File: config.mk
export PLATFORM = sky130hd
export DESIGN_NAME = rci_isqrt
export DESIGN_NICKNAME = d
export VERILOG_FILES = /design/src/rtl/ray_circle_intersection_top_macros.svh /design/src/rtl/rci_pkg.sv /design/src/rtl/rci_isqrt.sv
export SDC_FILE = /design/constraint.sdc
export NUM_CORES = 2
export LEC_CHECK = 0
export ABC_AREA = 1
export BUFFER_PORTS_ARGS = -buffer_cell sky130_fd_sc_hd__buf_2
export CAP_MARGIN = 20
export CORE_AREA = 2 2 461 463
export DETAILED_ROUTE_END_ITERATION = 8
export DIE_AREA = 0 0 463 465
export GPL_TIMING_DRIVEN = 1
export PLACE_DENSITY = 0.64
export SYNTH_ARGS = -nofsm -noshare
export SYNTH_HDL_FRONTEND = slang
export SYNTH_SLANG_ARGS = --single-unit
export TNS_END_PERCENT = 50
File: constraint.sdc
create_clock -name clock -period 8.1 [get_ports clock]
set_input_delay 1.62 -clock clock [delete_from_list [all_inputs] [get_ports clock]]
set_output_delay 1.62 -clock clock [all_outputs]
set_load 0.03 [all_outputs]
File: src/rtl/ray_circle_intersection_top_macros.svh
// Assertion macros for the ray/circle intersection block.
// Used by the top level; no other dependencies.
`ifndef RAY_CIRCLE_INTERSECTION_TOP_MACROS_SVH
`define RAY_CIRCLE_INTERSECTION_TOP_MACROS_SVH
`ifndef ASSERT_OFF
`define RCI_ASSERT_NOW(lbl, clk, rst, ante, cons) \
   lbl: assert property (@(posedge clk) disable iff (rst) (ante) |-> (cons)) \
      else $error("rci assertion failed");
`define RCI_ASSERT_NEXT(lbl, clk, ante, cons) \
   lbl: assert property (@(posedge clk) (ante) |=> (cons)) \
      else $error("rci assertion failed");
`else
`define RCI_ASSERT_NOW(lbl, clk, rst, ante, cons)
`define RCI_ASSERT_NEXT(lbl, clk, ante, cons)
`endif
`endif

File: src/rtl/rci_pkg.sv
// Shared types and constants for the ray/circle intersection block.
// No dependencies.
`default_nettype none
package rci_pkg;
   // output point format: signed Q16.4
   localparam int OUT_BITS = 20;
   localparam int OUT_FRAC = 4;
   localparam int OUT_MAX  = (1 << (OUT_BITS - 1)) - 1;
   localparam int OUT_MIN  = -(1 << (OUT_BITS - 1));

   // register indexes
   localparam logic [1:0] CSR_CENTER_X = 2'd0;
   localparam logic [1:0] CSR_CENTER_Y = 2'd1;
   localparam logic [1:0] CSR_RADIUS   = 2'd2;

   // control that travels along with each square root stage
   typedef struct packed {
      logic valid;
      logic miss;
   } stage_ctl_type;
endpackage
`default_nettype wire

File: src/rtl/rci_isqrt.sv
// Pipelined integer square root, one result bit per stage, with sideband.
// Depends on rci_pkg (stage_ctl_type).
`default_nettype none
module rci_isqrt #(
   parameter int IN_W   = 48,
   parameter int ROOT_W = 24,
   parameter int SIDE_W = 8
) (
   input  wire                          clock,
   input  wire                          reset,
   input  wire                          en,
   input  wire  rci_pkg::stage_ctl_type in_ctl,
   input  wire  [IN_W-1:0]              in_rad,
   input  wire  [SIDE_W-1:0]            in_side,
   output rci_pkg::stage_ctl_type       out_ctl,
   output logic [ROOT_W-1:0]            out_root,
   output logic [SIDE_W-1:0]            out_side
);
   localparam int RW = 2 * ROOT_W + 1;

   rci_pkg::stage_ctl_type ctl_ff [ROOT_W];
   logic [RW-1:0]          rem_ff [ROOT_W];
   logic [ROOT_W-1:0]      root_ff [ROOT_W];
   logic [SIDE_W-1:0]      side_ff [ROOT_W];

   wire [RW-1:0]           rem_w [ROOT_W+1];
   wire [ROOT_W-1:0]       root_w [ROOT_W+1];

   assign rem_w[0]  = RW'(in_rad);
   assign root_w[0] = '0;

   genvar k;
   generate
      for (k = 0; k < ROOT_W; k++) begin : g_stage
         localparam int B = ROOT_W - 1 - k;
         logic [RW-1:0] cand;
         logic          take;

         assign rem_w[k+1]  = rem_ff[k];
         assign root_w[k+1] = root_ff[k];

         // trial subtract for result bit B
         assign cand = (RW'(root_w[k]) << (B + 1)) + (RW'(1) << (2 * B));
         assign take = rem_w[k] >= cand;

         // advance control
         always_ff @(posedge clock) begin
            if (reset) begin
               ctl_ff[k] <= '0;
            end else if (en) begin
               ctl_ff[k] <= (k == 0) ? in_ctl : ctl_ff[(k == 0) ? 0 : k - 1];
            end
         end

         // advance payload
         always_ff @(posedge clock) begin
            if (en) begin
               side_ff[k] <= (k == 0) ? in_side : side_ff[(k == 0) ? 0 : k - 1];
               if (take) begin
                  rem_ff[k]  <= rem_w[k] - cand;
                  root_ff[k] <= root_w[k] | (ROOT_W'(1) << B);
               end else begin
                  rem_ff[k]  <= rem_w[k];
                  root_ff[k] <= root_w[k];
               end
            end
         end
      end
   endgenerate

   assign out_ctl  = ctl_ff[ROOT_W-1];
   assign out_root = root_ff[ROOT_W-1];
   assign out_side = side_ff[ROOT_W-1];
endmodule
`default_nettype wire

==> impl_table.tex <==
\begin{tabular}{lr}
\hline
Metric & Value \\
\hline
\multicolumn{2}{l}{\textbf{Floorplan}} \\
\quad Die H & 465 microns \\
\quad Placeable core region & 0.211 sq mm \\
\quad Initial cell density of the core & 0.437 \\
\quad Site Rows & 169 \\
\quad Die outline width & 463 microns \\
\quad I/O pin count & 95 \\
\quad Overall die area & 0.215 sq mm \\
\multicolumn{2}{l}{\textbf{Logic synthesis}} \\
\quad Post-synthesis adder-cell area fraction & 0.0438 \\
\quad Yosys top cell area share & 0.544 \\
\quad Library cells used by synthesis & 54 \\
\quad Top post-synthesis cells by area & sky130\_fd\_sc\_hd\_\_edfxtp\_1 (54\%), sky130\_fd\_sc\_hd\_\_nand2\_1 (13\%), sky130\_fd\_sc\_hd\_\_inv\_1 (7.9\%) \\
\quad Library cell with the highest instance count after synthesis & sky130\_fd\_sc\_hd\_\_nand2\_1 \\
\quad Fraction of registers with async set or reset after synthesis & 0 \\
\quad Flops \& latches, synth & 1667 \\
\quad Warnings from Yosys & 0 \\
\quad Dominant cell type by area after synthesis & sky130\_fd\_sc\_hd\_\_edfxtp\_1 \\
\quad Compound-gate portion of the synthesized area & 0.0403 \\
\quad Leading register cell type out of synthesis & sky130\_fd\_sc\_hd\_\_edfxtp\_1 \\
\quad XOR/XNOR share of the synthesized area & 0.0276 \\
\quad Post-synthesis cell count & 10.6k \\
\quad Number of flops mapped to enable cells by yosys & 1667 \\
\quad Sequential element share of the synthesized area & 0.544 \\
\quad Basic-gate share of the synthesized area counting and, or, nand and nor cells & 0.258 \\
\quad Combinational family with the most area after synthesis & simple AND/OR/NAND/NOR gates \\
\quad Synth cell count leaders & sky130\_fd\_sc\_hd\_\_nand2\_1 (3094), sky130\_fd\_sc\_hd\_\_inv\_1 (1935), sky130\_fd\_sc\_hd\_\_edfxtp\_1 (1667) \\
\quad Post-synthesis mux area share & 0 \\
\quad Synthesized Nets & 11.0k \\
\quad Mean instance size in the synthesized netlist & 8.65 sq um \\
\quad Post-synth design cell area & 0.0921 sq mm \\
\multicolumn{2}{l}{\textbf{Worst setup path}} \\
\quad Crit. End Element & register \\
\quad Classification of the worst setup path & in2reg \\
\quad Largest stage delay on the critical path & 570 ps \\
\quad Category of cells accounting for the largest share of critical-path delay & buffers and inverters \\
\quad Required arrival time at the worst endpoint & 8670 ps \\
\quad Combined buffer and inverter count along the critical path & 3 \\
\quad Chain of cells forming the critical path & buf\_12, buf\_4, buf\_4, nand3\_1, nor4\_4, nand3\_4, nand2\_1, o21ai\_1 \\
\quad Kind of launch point of the worst setup path & input port \\
\quad Arrival time at the worst endpoint & 4530 ps \\
\quad Cell type with the highest occurrence count on the critical path & sky130\_fd\_sc\_hd\_\_buf\_4 \\
\quad Cell type of the slowest stage on the worst timing path & sky130\_fd\_sc\_hd\_\_buf\_4 \\
\quad Worst-path maximum fanout & 63 \\
\multicolumn{2}{l}{\textbf{STA}} \\
\quad Headroom to the max-slew limit & 0.282 \\
\quad Setup\_tns & 0 ps \\
\quad Max Clock Freq & 253 MHz \\
\quad Unrepaired setup endpoints after global routing & no \\
\quad Number of hold violations in the final report & 0 \\
\quad Period utilisation layout & 0.488 \\
\quad Final number of max-transition violations & 0 \\
\quad Setup violations, final & 0 \\
\quad Worst clock skew & 68.8 ps \\
\quad Transition time at the pin with the least slew margin & 1070 ps \\
\quad Post-layout minimum cycle time & 3960 ps \\
\multicolumn{2}{l}{\textbf{Global route}} \\
\quad Tot GR Track Use & 0.268 \\
\quad Grt total ovfl & 0 \\
\quad Via count of the first global-routing pass & 69.4k \\
\quad Wire length of the first global-routing pass & 432000 microns \\
\quad Number of antenna violations at the first check in global routing & 2 \\
\quad Largest net degree at the start of global routing & 157 \\
\multicolumn{2}{l}{\textbf{Placement}} \\
\quad Final weighted congestion in routability-driven placement & 0.998 \\
\quad Placement Cell Area & 0.0956 sq mm \\
\quad Total placed cells including tap cells & 13.5k \\
\quad Final HPWL from detailed placement & 237000 microns \\
\quad Buffers on Ports & 94 \\
\multicolumn{2}{l}{\textbf{Drt}} \\
\quad Wire length per cell after detailed routing & 21.2 microns \\
\quad Detailed-route DRC error count & 0 \\
\quad Post-route ant nets & 0 \\
\quad Final wirelength & 293000 microns \\
\quad First drt pass iteration count & 6 \\
\quad Total number of vias & 71.0k \\
\quad Starting DRT DRC Count & 6565 \\
\quad Via/cell ratio & 5.14 \\
\multicolumn{2}{l}{\textbf{Job}} \\
\quad Total of max-cap violations & 0 \\
\multicolumn{2}{l}{\textbf{Clocking}} \\
\quad Clock tree from TritonCTS & built \\
\quad Master cell of the clock root buffer & sky130\_fd\_sc\_hd\_\_clkbuf\_16 \\
\quad Maximum root-to-sink buffer count & 3 \\
\quad Number of post-CTS setup repair buffers & 0 \\
\quad Reg clk slew, reported paths & 60 ps \\
\quad Clock Latency Late Sink & 850 ps \\
\quad H-tree levels & 4 \\
\quad Count of hold buffers inserted by post-cts repair & 0 \\
\quad Clock tree sinks & 1667 \\
\quad TritonCTS buffer count & 180 \\
\quad CTS resizes & 0 \\
\multicolumn{2}{l}{\textbf{Pwr}} \\
\quad Combinational Power Share & 0.212 \\
\quad Flop pwr share & 0.453 \\
\quad Power density over the cells & 250 mW/mm\^{}2 \\
\quad Worst IR Drop VDD & 0.250 mV \\
\quad Internal power of the cells & 17.2 mW \\
\quad Leakage power of the design & 45.1 nW \\
\quad Switching part of the total & 0.325 \\
\quad Sw Pwr & 8.27 mW \\
\quad Clk pwr share & 0.335 \\
\quad Total design power & 25.5 mW \\
\multicolumn{2}{l}{\textbf{Cells and area}} \\
\quad Sequential cell area & 0.0501 sq mm \\
\quad Multi-input combinational cell area & 0.0340 sq mm \\
\quad Nets & 11.2k \\
\quad Fillcell total & 20.1k \\
\quad Share of final-layout standard cells stronger than drive strength 1 & 0.0525 \\
\quad Signed area change from the synthesized netlist to the final layout & 10.7\% \\
\quad Final Util & 0.483 \\
\quad Non-filler instance count after layout & 13.8k \\
\quad Post-Layout Inst Area & 0.102 sq mm \\
\multicolumn{2}{l}{\textbf{Hold path}} \\
\quad HP Class & reg2reg \\
\multicolumn{2}{l}{\textbf{Status}} \\
\quad Status & completed \\
\hline
\end{tabular}
## flip-flops by register name, indices dropped and copies added, names as in the netlist
signal	cells
side_ff	192
ctl_ff	48
root_ff	300
rem_ff	1127
## worst reg2reg max path, stage by stage (launching register included)
cell                       delay, ps
sky130_fd_sc_hd__edfxtp_1        400
sky130_fd_sc_hd__ha_1            420
sky130_fd_sc_hd__a21oi_1         190
sky130_fd_sc_hd__nand2_1         200
sky130_fd_sc_hd__a21oi_2         390
sky130_fd_sc_hd__nor2_1           80
sky130_fd_sc_hd__nor2_1          290
sky130_fd_sc_hd__nand3_1         790
sky130_fd_sc_hd__nand2_1         310
sky130_fd_sc_hd__o21ai_0         150
## layout by cell type, fill, tap and decap left out, types with 58 or more instances in the layout
cell                           n
sky130_fd_sc_hd__nand2_1    3093
sky130_fd_sc_hd__inv_1      1935
sky130_fd_sc_hd__edfxtp_1   1667
sky130_fd_sc_hd__nor2_1     1251
sky130_fd_sc_hd__nand3_1     569
sky130_fd_sc_hd__ha_1        322
sky130_fd_sc_hd__a21oi_1     284
sky130_fd_sc_hd__nand4_1     276
sky130_fd_sc_hd__o21ai_0     239
sky130_fd_sc_hd__clkbuf_16   182
sky130_fd_sc_hd__xor2_1      166
sky130_fd_sc_hd__nor3_1      142
sky130_fd_sc_hd__xnor2_1     124
sky130_fd_sc_hd__buf_2        93
sky130_fd_sc_hd__nor4_1       76
sky130_fd_sc_hd__nand3b_1     58
## worst paths after layout
path | end | slack, ps | cells after the start | startpoint
setup / recovery | rem_ff[1][227]$_DFFE_PP_ | 4140 | 8 | en
hold / removal | side_ff[0][24]$_DFFE_PP_ | 390 | 0 | side_ff[0][16]$_DFFE_PP_
setup reg to reg | rem_ff[1][86]$_DFFE_PP_ | 4580 | 9 | rem_ff[1][30]$_DFFE_PP_
hold reg to reg | side_ff[0][24]$_DFFE_PP_ | 390 | 0 | side_ff[0][16]$_DFFE_PP_
## metal layers
metal | vias to the layer above | part of all wire | track usage
met1 | 33500 | 0.41 | 0.329
met3 | 552 | 0.046 | 0.0322
met5 | - | 0 | 0
met4 | 0 | 0.050 | 0.121
met2 | 2017 | 0.49 | 0.474
li1 | 34900 | - | -
## per-stage QoR
| stage | hold WS, ps | setup WS [ps] |
|---|---|---|
| after floorplan | 400 | 3510 |
| after CTS | 395 | 4210 |
| after global routing | 396 | 3940 |
| final | 392 | 4140 |
| after detailed placement | 405 | 3300 |
| after global placement | 401 | 3380 |
## power by group through the flow
stage / clock (mW) / combinational, mW / sequential (mW)
2_1_floorplan: 0 / 3.76 / 11.2
3_3_place_gp: 0 / 5.31 / 11.7
3_5_place_dp: 0 / 5.32 / 11.7
4_1_cts: 8.73 / 5.35 / 11.5
5_1_grt: 9.06 / 6.06 / 11.6
6_report: 8.54 / 5.41 / 11.5
## final cells by class
class,instances,area share
inverter,1945,0.0717
multi-input combinational,6917,0.334
tap,2821,0.0346
timing repair buffer,124,0.00774
clock buffer,209,0.0457
sequential,1667,0.491
clock inverter,121,0.0149
antenna,3,0.0000737
## cells by family (layout without fill, tap and decap cells)
logic type               Yosys count  after routing
adder cells (fa/ha/maj)          322            322
flip-flops                      1667           1667
other                              0              3
buffers and inverters           2057           2399
XOR/XNOR                         290            290
AO/OA/AOI/OAI                    672            672
AND/OR/NAND/NOR                 5633           5633
Note: power is estimated with default switching activity, not from simulation.
